`config.mk`:
```
export PLATFORM = sky130hd
export DESIGN_NAME = twao_cordic
export DESIGN_NICKNAME = d
export VERILOG_FILES = /design/src/twao_pkg.sv /design/src/twao_cordic.sv
export SDC_FILE = /design/constraint.sdc
export NUM_CORES = 1
export LEC_CHECK = 0
export CAP_MARGIN = 30
export CORE_ASPECT_RATIO = 0.8
export CORE_MARGIN = 2
export CORE_UTILIZATION = 60
export DETAILED_ROUTE_END_ITERATION = 10
export DONT_BUFFER_PORTS = 1
export PLACE_DENSITY = 0.76
export SLEW_MARGIN = 20
export SYNTH_ARGS = -nofsm -noshare
export SYNTH_HDL_FRONTEND = slang
export SYNTH_SLANG_ARGS = --single-unit
```
`constraint.sdc`:
```
create_clock -name i_clk -period 15.6 [get_ports i_clk]
set_clock_uncertainty 0.05 [all_clocks]
set_input_delay 3.12 -clock i_clk [delete_from_list [all_inputs] [get_ports i_clk]]
set_output_delay 3.12 -clock i_clk [all_outputs]
set_load 0.05 [all_outputs]
```
`src/twao_pkg.sv`:
```
// Package for the two-wheel arc odometry block: word types, fixed-point
// constants and the CORDIC arctangent table. No dependencies.
package twao_pkg;

    // register indexes on the configuration port
    localparam int CFG_IDX_W = 2;
    localparam logic [CFG_IDX_W-1:0] CFG_HORIZ_OFFSET = 2'd0;
    localparam logic [CFG_IDX_W-1:0] CFG_VERT_OFFSET  = 2'd1;

    // datapath widths that do not move with the fraction width
    localparam int DELTA_W  = 33;   // tracker and heading deltas
    localparam int MA_W     = 36;   // multiplier operand A
    localparam int MB_W     = 28;   // multiplier operand B
    localparam int P_W      = MA_W + MB_W;
    localparam int ZW       = 35;   // CORDIC angle register, Q30
    localparam int XW       = 34;   // CORDIC x/y registers, Q30
    localparam int AT_IDX_W = 5;

    localparam logic signed [MB_W-1:0] DEG2RAD_Q32 = 28'sd74961321;
    localparam logic signed [ZW-1:0] PI_Q30      = 35'sd3373259426;
    localparam logic signed [ZW-1:0] TWO_PI_Q30  = 35'sd6746518853;
    localparam logic signed [ZW-1:0] HALF_PI_Q30 = 35'sd1686629713;
    localparam logic signed [XW-1:0] GAIN_Q30    = 34'sd652032874;

    typedef struct packed {
        logic               cmd;
        logic signed [31:0] horiz_tracker;
        logic signed [31:0] vert_tracker;
        logic signed [31:0] heading;
        logic signed [31:0] set_x;
        logic signed [31:0] set_y;
    } t_in_word;

    typedef struct packed {
        logic signed [31:0] pos_x;
        logic signed [31:0] pos_y;
    } t_out_word;

    // truncated atan(2^-i) in Q30
    function automatic logic signed [ZW-1:0] atan_q30(input logic [AT_IDX_W-1:0] idx);
        logic signed [ZW-1:0] v;
        case (idx)
            5'd0:    v = 35'sh3243F6A8;
            5'd1:    v = 35'sh1DAC6705;
            5'd2:    v = 35'sh0FADBAFC;
            5'd3:    v = 35'sh07F56EA6;
            5'd4:    v = 35'sh03FEAB76;
            5'd5:    v = 35'sh01FFD55B;
            5'd6:    v = 35'sh00FFFAAA;
            5'd7:    v = 35'sh007FFF55;
            5'd8:    v = 35'sh003FFFEA;
            5'd9:    v = 35'sh001FFFFD;
            5'd10:   v = 35'sh000FFFFF;
            5'd11:   v = 35'sh0007FFFF;
            5'd12:   v = 35'sh0003FFFF;
            5'd13:   v = 35'sh0001FFFF;
            5'd14:   v = 35'sh0000FFFF;
            5'd15:   v = 35'sh00007FFF;
            5'd16:   v = 35'sh00003FFF;
            5'd17:   v = 35'sh00001FFF;
            5'd18:   v = 35'sh00000FFF;
            5'd19:   v = 35'sh000007FF;
            5'd20:   v = 35'sh000003FF;
            5'd21:   v = 35'sh000001FF;
            5'd22:   v = 35'sh000000FF;
            5'd23:   v = 35'sh0000007F;
            default: v = '0;
        endcase
        return v;
    endfunction

endpackage

```
`src/twao_cordic.sv`:
```
// Iterative sine/cosine: modulo-2pi reduction by shift and subtract, fold to
// [-pi/2, pi/2], then rotation-mode CORDIC in Q30. Depends on twao_pkg.
module twao_cordic #(
    parameter int FRAC_BITS = 16,
    parameter int STEPS     = 16,
    parameter int ANG_W     = 44
) (
    input  logic                        i_clk,
    input  logic                        i_rst_n,
    input  logic                        i_start,
    input  logic signed [ANG_W-1:0]     i_angle,
    output logic signed [FRAC_BITS+1:0] o_sin,
    output logic signed [FRAC_BITS+1:0] o_cos,
    output logic                        o_busy
);

    localparam int ZW        = twao_pkg::ZW;
    localparam int XW        = twao_pkg::XW;
    localparam int SC_W      = FRAC_BITS + 2;
    localparam int MOD_STEPS = ANG_W - 32;
    localparam int MAX_CNT   = (MOD_STEPS > STEPS) ? MOD_STEPS : STEPS;
    localparam int CNT_W     = $clog2(MAX_CNT + 1);
    localparam int RND_SH    = 30 - FRAC_BITS;

    typedef enum logic [2:0] {S_IDLE, S_MOD, S_SIGN, S_FOLD1, S_FOLD2, S_ROT, S_OUT} t_state;

    t_state                 r_state;
    logic [ANG_W-1:0]       r_m;
    logic [ANG_W-1:0]       r_d;
    logic                   r_neg;
    logic                   r_flip;
    logic [CNT_W-1:0]       r_k;
    logic signed [ZW-1:0]   r_z;
    logic signed [XW-1:0]   r_x;
    logic signed [XW-1:0]   r_y;
    logic signed [SC_W-1:0] r_sin;
    logic signed [SC_W-1:0] r_cos;
    logic signed [XW-1:0]   sh_x;
    logic signed [XW-1:0]   sh_y;
    logic signed [ZW-1:0]   at;
    logic signed [XW-1:0]   xf;
    logic signed [XW-1:0]   yf;
    logic signed [XW-1:0]   xr;
    logic signed [XW-1:0]   yr;

    assign sh_x = r_x >>> r_k;
    assign sh_y = r_y >>> r_k;
    assign at   = twao_pkg::atan_q30(twao_pkg::AT_IDX_W'(r_k));
    assign xf   = r_flip ? -r_x : r_x;
    assign yf   = r_flip ? -r_y : r_y;
    assign xr   = xf + (XW'(1) <<< (RND_SH - 1));
    assign yr   = yf + (XW'(1) <<< (RND_SH - 1));

    always_ff @(posedge i_clk) begin
        if (!i_rst_n) begin
            r_state <= S_IDLE;
        end else begin
            unique case (r_state)
                S_IDLE: begin
                    if (i_start) begin
                        r_m     <= i_angle[ANG_W-1] ? ANG_W'(-i_angle) : i_angle;
                        r_neg   <= i_angle[ANG_W-1];
                        r_d     <= ANG_W'(twao_pkg::TWO_PI_Q30) << (MOD_STEPS - 1);
                        r_k     <= CNT_W'(MOD_STEPS - 1);
                        r_state <= S_MOD;
                    end
                end
                S_MOD: begin
                    if (r_m >= r_d) begin
                        r_m <= r_m - r_d;
                    end
                    r_d <= r_d >> 1;
                    r_k <= r_k - CNT_W'(1);
                    if (r_k == '0) begin
                        r_state <= S_SIGN;
                    end
                end
                S_SIGN: begin
                    // remainder takes the sign of the angle
                    r_z     <= r_neg ? -ZW'(r_m) : ZW'(r_m);
                    r_state <= S_FOLD1;
                end
                S_FOLD1: begin
                    if (r_z > twao_pkg::PI_Q30) begin
                        r_z <= r_z - twao_pkg::TWO_PI_Q30;
                    end else if (r_z < -twao_pkg::PI_Q30) begin
                        r_z <= r_z + twao_pkg::TWO_PI_Q30;
                    end
                    r_state <= S_FOLD2;
                end
                S_FOLD2: begin
                    r_flip <= 1'b0;
                    if (r_z > twao_pkg::HALF_PI_Q30) begin
                        r_z    <= r_z - twao_pkg::PI_Q30;
                        r_flip <= 1'b1;
                    end else if (r_z < -twao_pkg::HALF_PI_Q30) begin
                        r_z    <= r_z + twao_pkg::PI_Q30;
                        r_flip <= 1'b1;
                    end
                    r_x     <= twao_pkg::GAIN_Q30;
                    r_y     <= '0;
                    r_k     <= '0;
                    r_state <= S_ROT;
                end
                S_ROT: begin
                    if (r_z >= 0) begin
                        r_x <= r_x - sh_y;
                        r_y <= r_y + sh_x;
                        r_z <= r_z - at;
                    end else begin
                        r_x <= r_x + sh_y;
                        r_y <= r_y - sh_x;
                        r_z <= r_z + at;
                    end
                    r_k <= r_k + CNT_W'(1);
                    if (r_k == CNT_W'(STEPS - 1)) begin
                        r_state <= S_OUT;
                    end
                end
                S_OUT: begin
                    r_cos   <= xr[RND_SH+SC_W-1:RND_SH];
                    r_sin   <= yr[RND_SH+SC_W-1:RND_SH];
                    r_state <= S_IDLE;
                end
                default: r_state <= S_IDLE;
            endcase
        end
    end

    assign o_sin  = r_sin;
    assign o_cos  = r_cos;
    assign o_busy = (r_state != S_IDLE);

endmodule

```
**Word-level counts from Yosys, hierarchy flattened**

Memory sizes are Yosys's and may differ from the RTL's. A register that Yosys moved wholly into a read port is not among the register bits.
Index checks and enable logic that the tools add are counted.

- Register bits after elaboration: 237
- ROM bits: 960
- Input bits: 47
- Output and inout port bits: 37
- Word-level logic and storage cells: 95
- Memories: 1

- $add $sub $neg: 19
- Magnitude comparators: 6
- Equality and inequality tests: 13
- Shifts and indexed selects: 2
- Multiplexer cells: 27
- Reduce and logical (&&, ||, !) cells: 16

Memories:

| name | depth | width | read ports | clocked after memory_dff | write ports | line | text |
|---|---|---|---|---|---|---|---|
| (name not given) | 32 | 30 | 1 | 1 | 0 | twao_pkg.sv:42 | `case (idx)` |

Operator list:

| operator | number |
|---|---|
| two-way mux 35 bit | 6 |
| two-way mux 44 bit | 4 |
| case mux 44 bit (2 select lines) | 2 |
| case mux 35 bit (4 select lines) | 1 |
| case mux 34 bit (2 select lines) | 2 |
| adder 34 bit | 2 |
| two-way mux 34 bit | 2 |
| >>> shifter 34 x 5 -> 34 bit | 2 |
| subtractor 34 bit | 2 |
| adder 32 x 15 -> 32 bit, second input constant | 2 |
| two-way mux 32 bit | 2 |
| negator 32 bit | 2 |
| greater-or-equal comparator 44 bit | 1 |
| negator 44 bit | 1 |
| subtractor 44 bit | 1 |
| adder 35 x 33 -> 35 bit, second input constant | 1 |
| adder 35 x 34 -> 35 bit, second input constant | 1 |
| adder 35 bit | 1 |
| greater-or-equal comparator 35 x 1 -> 1 bit, second input constant | 1 |
| greater-than comparator 35 x 32 -> 1 bit, second input constant | 1 |
| greater-than comparator 35 x 33 -> 1 bit, second input constant | 1 |
| less-than comparator 35 x 32 -> 1 bit, second input constant | 1 |
| less-than comparator 35 x 33 -> 1 bit, second input constant | 1 |
| negator 35 bit | 1 |
| other kinds (24) | 42 |

**Logic depth before layout (Yosys ltp)**

Gate-level depths: netlist of run 1.

- Depth after elaboration: 4
- Mapped depth: 28
- Gate-level depth less buffers: 23

**Worst setup path before layout of run 1**

OpenSTA, ideal clock, no wires.

- Path kind: input -> register
- Start point: input i_start
- End point: register r_m[0], enable pin
- Library setup time: 0.513 ns
- Arrival: 9.788 ns
- Required time: 15.037 ns
- Path slack: 5.249 ns
- Cell stages on the path: 3
- Buffers on the path: 0
- Cell sequence: o21ai_0 nor3_1 a21boi_0

- Longest elaborated chain between the ends: 2

Ends and longest elaborated chain:

| what | line | text |
|---|---|---|
| start: declaration | twao_cordic.sv:10 | `input logic i_start,` |
| != test 2 bit (no source line) | n/a |  |
| AND reduction 4 bit (no source line) | n/a |  |
| end signal: assignment | twao_cordic.sv:61 | `r_m <= i_angle[ANG_W-1] ? ANG_W'(-i_angle) : i_angle;` |
| end signal: assignment | twao_cordic.sv:70 | `r_m <= r_m - r_d;` |
| end: declaration | twao_cordic.sv:28 | `logic [ANG_W-1:0] r_m;` |

Every way passes these cells.
A chain may end at the register's enable or synchronous reset.

**Final worst setup path of run 1**

- Start point: register r_k[2]
- End point: register r_x[33] (data pin)

- Longest elaborated chain between the ends: 4
- Elaborated cells on any way between the ends: 5
- Those cells by class: add/sub (2); shift (1); mux (2)

Ends and longest elaborated chain:

| what | line | text |
|---|---|---|
| start: declaration | twao_cordic.sv:32 | `logic [CNT_W-1:0] r_k;` |
| start signal: assignment | twao_cordic.sv:64 | `r_k <= CNT_W'(MOD_STEPS - 1);` |
| start signal: assignment | twao_cordic.sv:73 | `r_k <= r_k - CNT_W'(1);` |
| start signal: assignment | twao_cordic.sv:115 | `r_k <= r_k + CNT_W'(1);` |
| >>> shifter 34 x 5 -> 34 bit (*) | twao_cordic.sv:47 | `assign sh_y = r_y >>> r_k;` |
| adder 34 bit / subtractor 34 bit (equally long branches) | twao_cordic.sv:111, twao_cordic.sv:107 |  |
| two-way mux 34 bit (*) | twao_cordic.sv:106 | `if (r_z >= 0) begin` |
| case mux 34 bit (2 select lines) (*) | twao_cordic.sv:58 | `unique case (r_state)` |
| end signal: assignment | twao_cordic.sv:100 | `r_x <= twao_pkg::GAIN_Q30;` |
| end signal: assignment | twao_cordic.sv:107 | `r_x <= r_x - sh_y;` |
| end signal: assignment | twao_cordic.sv:111 | `r_x <= r_x + sh_y;` |
| end: declaration | twao_cordic.sv:34 | `logic signed [XW-1:0] r_x;` |

Every way passes the cells marked *; elsewhere a longest branch is shown, timed or not.

==> impl_metrics.prom, run 1 <==
# TYPE chip_impl_metric gauge
chip_impl_metric{name="fp.dieArea",unit="um2"} 51500
chip_impl_info{name="cts_tree",value="done"} 1
chip_impl_metric{name="worst_slew_margin_rel",unit=""} 0.270
chip_impl_metric{name="remaining_global_route_overflow",unit=""} 0
chip_impl_metric{name="cp.arrival",unit="ns"} 7.50
chip_impl_metric{name="final_min_period_over_clock_period",unit=""} 0.463
chip_impl_metric{name="floorplan.initialDensity",unit=""} 0.604
chip_impl_info{name="holdCritPathClass",value="reg -> reg"} 1
chip_impl_metric{name="cap_violations",unit=""} 0
chip_impl_info{name="layout_common_cells",value="sky130_fd_sc_hd__nand2_1, sky130_fd_sc_hd__nor2_1, sky130_fd_sc_hd__o21ai_0, sky130_fd_sc_hd__a21oi_1, sky130_fd_sc_hd__edfxtp_1"} 1
chip_impl_metric{name="worst-path-max-fanout",unit=""} 47
chip_impl_metric{name="antenna_found_initial",unit=""} 0
chip_impl_metric{name="chipHeight",unit="um"} 203
chip_impl_metric{name="grt_pass1_wl",unit="um"} 151000
chip_impl_metric{name="cts_repair_resize_count",unit=""} 0
chip_impl_metric{name="postLayoutCoreUtil",unit=""} 0.630
chip_impl_metric{name="synth-async-reset-ratio",unit=""} 0
chip_impl_metric{name="synth_area",unit="um2"} 29800
chip_impl_metric{name="rows",unit=""} 73
chip_impl_metric{name="tritoncts_num_sinks",unit=""} 267
chip_impl_metric{name="syn_area_per_cell",unit="um2"} 8.51
chip_impl_metric{name="power-per-cell-area",unit="nW/um2"} 93.4
chip_impl_metric{name="static-leakage-power",unit="nW"} 11.5
chip_impl_metric{name="final-hold-violation-count",unit=""} 0
chip_impl_metric{name="drt-total-wl",unit="um"} 97700
chip_impl_metric{name="synth-warning-count",unit=""} 0
chip_impl_metric{name="global_route_usage_over_all_layers",unit=""} 0.372
chip_impl_info{name="grt_setup_unrepaired",value="false"} 1
chip_impl_metric{name="drive_gt1_frac",unit=""} 0.0774
chip_impl_metric{name="postSynthRegisterBits",unit=""} 267
chip_impl_info{name="synthFlopType",value="sky130_fd_sc_hd__edfxtp_1"} 1
chip_impl_metric{name="insertion_delay",unit="ns"} 0.62
chip_impl_metric{name="total_power",unit="mW"} 2.90
chip_impl_info{name="timing.critical_path.to_type",value="register"} 1
chip_impl_metric{name="drt-pass1-iter-count",unit=""} 8
chip_impl_info{name="run_status",value="finished clean"} 1
chip_impl_metric{name="cpPeakStageDelay",unit="ns"} 0.62
chip_impl_metric{name="cts_htree_levels",unit=""} 1
chip_impl_metric{name="worst_setup_hold_path_clk_slew",unit="ns"} 0.07
chip_impl_metric{name="tightest_slew",unit="ns"} 1.09
chip_impl_metric{name="required",unit="ns"} 15.88
chip_impl_metric{name="drt_drc_violations_left",unit=""} 0
chip_impl_metric{name="area_added_between_synthesis_and_finish",unit="%"} 4.25
chip_impl_info{name="path_common_cell",value="sky130_fd_sc_hd__a21o_1"} 1
chip_impl_metric{name="setup_viol",unit=""} 0
chip_impl_metric{name="routed_via_density",unit=""} 6.99
chip_impl_metric{name="final.setup.tns",unit="ns"} 0
chip_impl_metric{name="placer_congestion",unit=""} 1.03
chip_impl_metric{name="grt_pass1_vias",unit=""} 25600
chip_impl_metric{name="detail-route-antenna-nets",unit=""} 0
chip_impl_metric{name="achievable-frequency",unit="GHz"} 0.138
chip_impl_metric{name="drv_slew",unit=""} 0
chip_impl_metric{name="register_area_share_after_synthesis",unit=""} 0.258
chip_impl_metric{name="synth-edff-count",unit=""} 234
chip_impl_metric{name="cts_buffers",unit=""} 30
chip_impl_metric{name="wl_per_instance",unit="um"} 24.4
chip_impl_info{name="layout_commonest_cell",value="sky130_fd_sc_hd__nand2_1"} 1
chip_impl_info{name="timing.critical_path.cells",value="buf_4 -> buf_4 -> nand2b_1 -> o22ai_1 -> nor3_1 -> a211oi_2 -> nand4_1 -> or3_1 -> or3_1 -> nand2_1 -> xor2_1 -> ha_1 -> a21o_1 -> a21o_1 -> a21o_1 -> nor4_1 -> o21ai_0 -> o31ai_1 -> o211ai_1 -> o211ai_1 -> xnor2_1 -> nor2_1"} 1
chip_impl_metric{name="pin_count_of_the_biggest_net_entering_global_routing",unit=""} 73
chip_impl_metric{name="syn-num-nets",unit=""} 3720
chip_impl_metric{name="worst_hold_slack",unit="ns"} 0.465
chip_impl_metric{name="placed_cell_area",unit="um2"} 29900
chip_impl_metric{name="cts_hold_buffers",unit=""} 0
chip_impl_metric{name="dpl.hpwl",unit="um"} 71500
chip_impl_metric{name="max-vdd-ir-drop",unit="mV"} 0.100
chip_impl_metric{name="floorplan.core_area",unit="um2"} 49300
chip_impl_info{name="cts_root_buf",value="sky130_fd_sc_hd__clkbuf_16"} 1
chip_impl_metric{name="post_layout_minimum_cycle_time",unit="ns"} 7.23
chip_impl_metric{name="initialDrtViolationCount",unit=""} 4100
chip_impl_metric{name="post_route_cell_area",unit="um2"} 31100
chip_impl_metric{name="cts_setup_buffers",unit=""} 0
chip_impl_metric{name="io_buffers",unit=""} 0
chip_impl_info{name="worst_setup_path_start_kind",value="register"} 1
chip_impl_metric{name="clk_path_buf_depth",unit=""} 3
chip_impl_metric{name="num_io_pins",unit=""} 84
chip_impl_metric{name="final_net_count",unit=""} 3565
chip_impl_info{name="critical_path_class",value="reg -> reg"} 1
chip_impl_info{name="timing.critical_path.slowest_stage_cell",value="sky130_fd_sc_hd__a211oi_2"} 1
chip_impl_metric{name="detailroute.via_count",unit=""} 28000
chip_impl_metric{name="yosys.cell_types.count",unit=""} 99
chip_impl_metric{name="synthCells",unit=""} 3502
chip_impl_metric{name="die_width",unit="um"} 253
## flip-flops by register name (all words and copies together), names as in the netlist
name and count:
r_k 5, o_sin 18, r_z 35, r_y 34, r_x 34, r_neg 1, at 30, r_state 3
r_flip 1, r_d 44, o_cos 18, r_m 44
## power breakdown
part	switching (mW)	internal, mW
Clock	0.320	0.440
Sequential	0.0748	0.854
Combinational	0.738	0.473
Total	1.13	1.77
## stage by stage
step	setup WS, ns	instances
floorplan	5.25	3502
global placement	8.74	3948
detailed placement	8.43	3949
CTS	8.39	4005
global route	7.90	4008
finish	8.38	4009
## layout make-up
type | count | area (um2)
Multi-Input combinational cell | 2895 | 20700
Clock inverter | 14 | 174
Clock buffer | 42 | 870
Antenna cell | 1 | 2.50
Sequential cell | 267 | 7690
Fill cell | 4199 | 18300
Inverter | 110 | 413
Tap cell | 637 | 797
Timing Repair Buffer | 43 | 370
## critical path: cells and delay by family (launching register included)
| kind | cells | cell delay, ns |
|---|---|---|
| AO/OA/AOI/OAI | 9 | 2.64 |
| AND/OR/NAND/NOR | 8 | 2.14 |
| buffers and inverters | 2 | 1.09 |
| adder cells (fa/ha/maj) | 1 | 0.34 |
| flip-flops | 1 | 0.33 |
| XOR/XNOR | 2 | 0.33 |
## logic make-up (layout without fill, tap and decap cells)
| family | Yosys count | count (layout) | synth area share |
|---|---|---|---|
| xor+xnor | 365 | 365 | 0.108 |
| mux | 207 | 207 | 0.108 |
| flops | 267 | 267 | 0.258 |
| other cells | 0 | 1 | 0 |
| buf+inv | 340 | 209 | 0.0469 |
| compound gates | 1028 | 1028 | 0.224 |
| simple gates | 1124 | 1124 | 0.183 |
| fa+ha+maj | 171 | 171 | 0.0731 |
## routing by layer
layer  vias to the layer above  global-route usage  share of wire
met5                         -                   0              0
met4                         0              0.0619          0.018
met3                       166              0.0959           0.13
met2                      1718               0.509           0.40
met1                     13400               0.589           0.45
li1                      12700                   -              -
## worst paths after layout
kind | startpoint | end | slack [ns] | cells after the start
setup / recovery | r_k[2]$_DFFE_PP_ | r_x[33]$_SDFFCE_PP0P_ | 8.38 | 22
hold / removal | r_d[32]$_SDFFCE_PN0P_ | r_d[31]$_SDFFCE_PN1P_ | 0.46 | 2
setup reg to reg | r_k[2]$_DFFE_PP_ | r_x[33]$_SDFFCE_PP0P_ | 8.38 | 22
hold reg to reg | r_d[32]$_SDFFCE_PN0P_ | r_d[31]$_SDFFCE_PN1P_ | 0.46 | 2
## synth_stat cells (all sizes together), types with 28 or more instances
cell / n / area (um2)
nand2: 337 / 1260
nor2: 317 / 1190
o21ai: 261 / 1310
a21oi: 249 / 1250
edfxtp: 234 / 7030
xnor2: 217 / 1900
clkbuf: 167 / 627
ha: 166 / 2080
xor2: 147 / 1290
inv: 109 / 409
a21o: 90 / 676
mux4: 86 / 1950
mux2i: 81 / 811
buf: 63 / 358
nand2b: 63 / 394
nand3: 57 / 285
nor3: 54 / 270
o31ai: 50 / 375
or3: 41 / 257
mux2: 40 / 450
nor2b: 37 / 231
o22ai: 35 / 219
a211oi: 33 / 253
dfxtp: 33 / 661
nand4: 31 / 194
o211ai: 31 / 233
a31oi: 30 / 188
a22oi: 29 / 218
o21a: 29 / 218
and3: 28 / 175
Note: power is estimated with default switching activity, not from simulation.
==> run 2, diff against run 1 <==
Settings changed: ABC_AREA from default to 1.
Clock period 15.6 ns to 7.6 ns, I/O delays scaled along.
==> impl_metrics.prom, run 2 <==
# TYPE chip_impl_metric gauge
chip_impl_metric{name="cpPeakStageDelay",unit="ns"} 0.90
chip_impl_info{name="timing.critical_path.slowest_stage_cell",value="sky130_fd_sc_hd__clkinv_1"} 1
chip_impl_metric{name="netSwitchingFraction",unit=""} 0.455
chip_impl_metric{name="cts_buffers",unit=""} 31
chip_impl_metric{name="placed_cell_area",unit="um2"} 32200
chip_impl_metric{name="io_buffers",unit=""} 0
chip_impl_metric{name="yosys.cell_types.count",unit=""} 72
chip_impl_info{name="synth_top_cell_by_area",value="sky130_fd_sc_hd__edfxtp_1"} 1
chip_impl_metric{name="tightest_slew",unit="ns"} 1.00
chip_impl_info{name="path_common_cell",value="sky130_fd_sc_hd__nand2_1"} 1
chip_impl_info{name="worst_setup_path_start_kind",value="register"} 1
chip_impl_metric{name="drt_drc_violations_left",unit=""} 0
chip_impl_metric{name="tritoncts_num_sinks",unit=""} 267
chip_impl_metric{name="postSynthRegisterBits",unit=""} 267
chip_impl_metric{name="static-leakage-power",unit="nW"} 14.8
chip_impl_metric{name="worst-path-buf-inv",unit=""} 4
chip_impl_metric{name="drv_slew",unit=""} 0
chip_impl_metric{name="antennaDiodeCount",unit=""} 0
chip_impl_metric{name="pwr-share-comb",unit=""} 0.472
chip_impl_metric{name="worst_hold_slack",unit="ns"} 0.471
chip_impl_metric{name="num_io_pins",unit=""} 84
chip_impl_metric{name="placed_cells",unit=""} 5601
chip_impl_metric{name="final_critical_path_setup_slack",unit="ns"} 1.88
chip_impl_info{name="critical_path_class",value="reg -> reg"} 1
chip_impl_metric{name="drt-pass1-iter-count",unit=""} 6
chip_impl_metric{name="synth-async-reset-ratio",unit=""} 0
chip_impl_metric{name="antenna_found_initial",unit=""} 1
chip_impl_metric{name="final.setup.tns",unit="ns"} 0
chip_impl_metric{name="postLayoutCoreUtil",unit=""} 0.635
chip_impl_metric{name="achievable-frequency",unit="GHz"} 0.175
chip_impl_metric{name="dpl.hpwl",unit="um"} 85000
chip_impl_metric{name="sequential_cell_area",unit="um2"} 7690
chip_impl_info{name="yosys-top-cells-area",value="sky130_fd_sc_hd__edfxtp_1, sky130_fd_sc_hd__nand2_1, sky130_fd_sc_hd__nand3_1, sky130_fd_sc_hd__ha_1, sky130_fd_sc_hd__nor2_1"} 1
chip_impl_info{name="synth.most_common_cell",value="sky130_fd_sc_hd__nand2_1"} 1
chip_impl_metric{name="chipHeight",unit="um"} 210
chip_impl_info{name="worst_path_dominant_cell_family",value="buffers and inverters"} 1
chip_impl_metric{name="post_layout_minimum_cycle_time",unit="ns"} 5.72
chip_impl_info{name="timing.critical_path.to_type",value="register"} 1
chip_impl_metric{name="insertion_delay",unit="ns"} 0.62
chip_impl_metric{name="drive_gt1_frac",unit=""} 0.0427
chip_impl_metric{name="final_min_period_over_clock_period",unit=""} 0.753
chip_impl_metric{name="cts_htree_levels",unit=""} 1
chip_impl_metric{name="total_power",unit="mW"} 6.70
chip_impl_metric{name="detailroute.via_count",unit=""} 34700
chip_impl_metric{name="synth_area",unit="um2"} 31800
chip_impl_metric{name="proportion_of_power_drawn_by_the_clock_network",unit=""} 0.242
chip_impl_metric{name="worst_setup_hold_path_clk_slew",unit="ns"} 0.07
chip_impl_metric{name="worst_slew_margin_rel",unit=""} 0.323
chip_impl_metric{name="drt-total-wl",unit="um"} 108000
chip_impl_info{name="layout_common_cells",value="sky130_fd_sc_hd__nand2_1, sky130_fd_sc_hd__nand3_1, sky130_fd_sc_hd__nor2_1, sky130_fd_sc_hd__inv_1, sky130_fd_sc_hd__a21oi_1"} 1
chip_impl_metric{name="floorplan.initialDensity",unit=""} 0.607
chip_impl_info{name="grt_setup_unrepaired",value="false"} 1
chip_impl_metric{name="detail-route-antenna-nets",unit=""} 0
chip_impl_metric{name="wl_per_instance",unit="um"} 19.1
chip_impl_info{name="cts_root_buf",value="sky130_fd_sc_hd__clkbuf_16"} 1
chip_impl_metric{name="synthCells",unit=""} 5039
chip_impl_metric{name="syn-num-nets",unit=""} 5257
chip_impl_info{name="top_regs",value="r_d (44), r_m (44), r_z (35)"} 1
chip_impl_metric{name="cp.arrival",unit="ns"} 6.03
chip_impl_metric{name="register_area_share_after_synthesis",unit=""} 0.242
chip_impl_metric{name="final_net_count",unit=""} 5159
chip_impl_metric{name="cts_repair_resize_count",unit=""} 0
chip_impl_metric{name="grt_pass1_vias",unit=""} 30600
chip_impl_info{name="holdCritPathClass",value="reg -> reg"} 1
chip_impl_metric{name="die_width",unit="um"} 261
chip_impl_metric{name="synth-edff-count",unit=""} 234
chip_impl_metric{name="pin_count_of_the_biggest_net_entering_global_routing",unit=""} 74
chip_impl_metric{name="floorplan.core_area",unit="um2"} 52400
chip_impl_metric{name="worst-path-max-fanout",unit=""} 48
chip_impl_metric{name="power-per-cell-area",unit="nW/um2"} 201
chip_impl_metric{name="multi_input_area",unit="um2"} 21300
chip_impl_metric{name="max-vdd-ir-drop",unit="mV"} 0.165
chip_impl_metric{name="required",unit="ns"} 7.90
chip_impl_metric{name="global_route_usage_over_all_layers",unit=""} 0.385
chip_impl_metric{name="placer_congestion",unit=""} 1.06
chip_impl_metric{name="post_route_cell_area",unit="um2"} 33200
chip_impl_metric{name="grt_pass1_wl",unit="um"} 169000
chip_impl_metric{name="routed_via_density",unit=""} 6.13
chip_impl_metric{name="syn_area_per_cell",unit="um2"} 6.31
chip_impl_metric{name="p_switching",unit="mW"} 3.04
chip_impl_metric{name="synth_top_area_share",unit=""} 0.221
chip_impl_metric{name="place_worst_setup_slack",unit="ns"} 2.10
chip_impl_info{name="netlist_top_cells_count",value="sky130_fd_sc_hd__nand2_1, sky130_fd_sc_hd__nand3_1, sky130_fd_sc_hd__nor2_1, sky130_fd_sc_hd__inv_1, sky130_fd_sc_hd__a21oi_1"} 1
chip_impl_metric{name="fillers",unit=""} 5028
chip_impl_info{name="cts_tree",value="done"} 1
chip_impl_metric{name="setup_viol",unit=""} 0
chip_impl_metric{name="area_added_between_synthesis_and_finish",unit="%"} 4.61
chip_impl_metric{name="synth-warning-count",unit=""} 0
chip_impl_metric{name="remaining_global_route_overflow",unit=""} 0
chip_impl_metric{name="cts_hold_buffers",unit=""} 0
chip_impl_metric{name="cap_violations",unit=""} 0
chip_impl_info{name="layout_commonest_cell",value="sky130_fd_sc_hd__nand2_1"} 1
chip_impl_metric{name="rows",unit=""} 75
chip_impl_metric{name="power.internal",unit="mW"} 3.65
chip_impl_metric{name="fp.dieArea",unit="um2"} 54800
chip_impl_metric{name="final-hold-violation-count",unit=""} 0
chip_impl_info{name="synthFlopType",value="sky130_fd_sc_hd__edfxtp_1"} 1
chip_impl_metric{name="initialDrtViolationCount",unit=""} 5482
chip_impl_metric{name="finalNonFillerCells",unit=""} 5659
chip_impl_info{name="run_status",value="finished clean"} 1
chip_impl_metric{name="clk_path_buf_depth",unit=""} 3
chip_impl_metric{name="cts_setup_buffers",unit=""} 0
chip_impl_metric{name="seq_power_share",unit=""} 0.287
[run 2: cell count changes after synthesis, moves of 41 or more]
cell	delta
sky130_fd_sc_hd__nand2_1	+941
sky130_fd_sc_hd__nand3_1	+528
sky130_fd_sc_hd__inv_1	+422
sky130_fd_sc_hd__nor2_1	+235
sky130_fd_sc_hd__xnor2_1	-160
sky130_fd_sc_hd__a21oi_1	+113
sky130_fd_sc_hd__clkbuf_1	-99
sky130_fd_sc_hd__mux4_2	-83
sky130_fd_sc_hd__mux2i_1	-81
sky130_fd_sc_hd__a21o_1	-70
sky130_fd_sc_hd__nand2b_1	-63
sky130_fd_sc_hd__o21ai_0	+52
sky130_fd_sc_hd__o31ai_1	-41
[run 2: cell type report]
class | count | area share
Clock buffer | 37 | 0.0256
Clock inverter | 21 | 0.00689
Inverter | 549 | 0.0621
Multi-Input combinational cell | 4058 | 0.640
Sequential cell | 267 | 0.231
Tap cell | 693 | 0.0261
Timing Repair Buffer | 34 | 0.00828
[run 2: final timing paths]
kind / from / end / slack [ns] / cells past startpoint
worst max-delay path: r_k[4]$_DFFE_PP_ / r_x[25]$_SDFFCE_PP1P_ / 1.88 / 25
worst min-delay path: r_d[40]$_SDFFCE_PN0P_ / r_d[39]$_SDFFCE_PN1P_ / 0.47 / 2
worst max register to register: r_k[4]$_DFFE_PP_ / r_x[25]$_SDFFCE_PP1P_ / 1.88 / 25
worst min register to register: r_d[40]$_SDFFCE_PN0P_ / r_d[39]$_SDFFCE_PN1P_ / 0.47 / 2
[run 2: routing by layer]
layer	up-vias	routed length (um)	global-route usage
met1	15700	49500	0.609
met2	2036	41700	0.522
met5	-	13	0
met3	168	14900	0.0940
met4	2	2300	0.0727
li1	16800	-	-
[run 2: logic make-up (layout without fill, tap and decap cells)]
group / count (synthesis) / count (layout) / synth area share
buffers and inverters: 714 / 641 / 0.0907
AO/OA/AOI/OAI: 912 / 912 / 0.160
adder cells (fa/ha/maj): 171 / 171 / 0.0685
AND/OR/NAND/NOR: 2742 / 2742 / 0.373
flip-flops: 267 / 267 / 0.242
XOR/XNOR: 233 / 233 / 0.0651
[run 2: tightest hold or removal path, stage by stage (launching register included)]
cell                       delay [ns]
sky130_fd_sc_hd__edfxtp_1        0.32
sky130_fd_sc_hd__inv_1           0.05
sky130_fd_sc_hd__nand2_1         0.06
[run 2: power by group through the flow]
| stage | clock (mW) | sequential, mW | combinational [mW] |
|---|---|---|---|
| after global placement | 0 | 1.94 | 2.99 |
| after floorplan | 0 | 1.89 | 2.28 |
| after CTS | 1.62 | 1.91 | 3.04 |
| after detailed placement | 0 | 1.94 | 3.02 |
| final | 1.62 | 1.92 | 3.16 |
| after global routing | 1.68 | 1.93 | 3.49 |
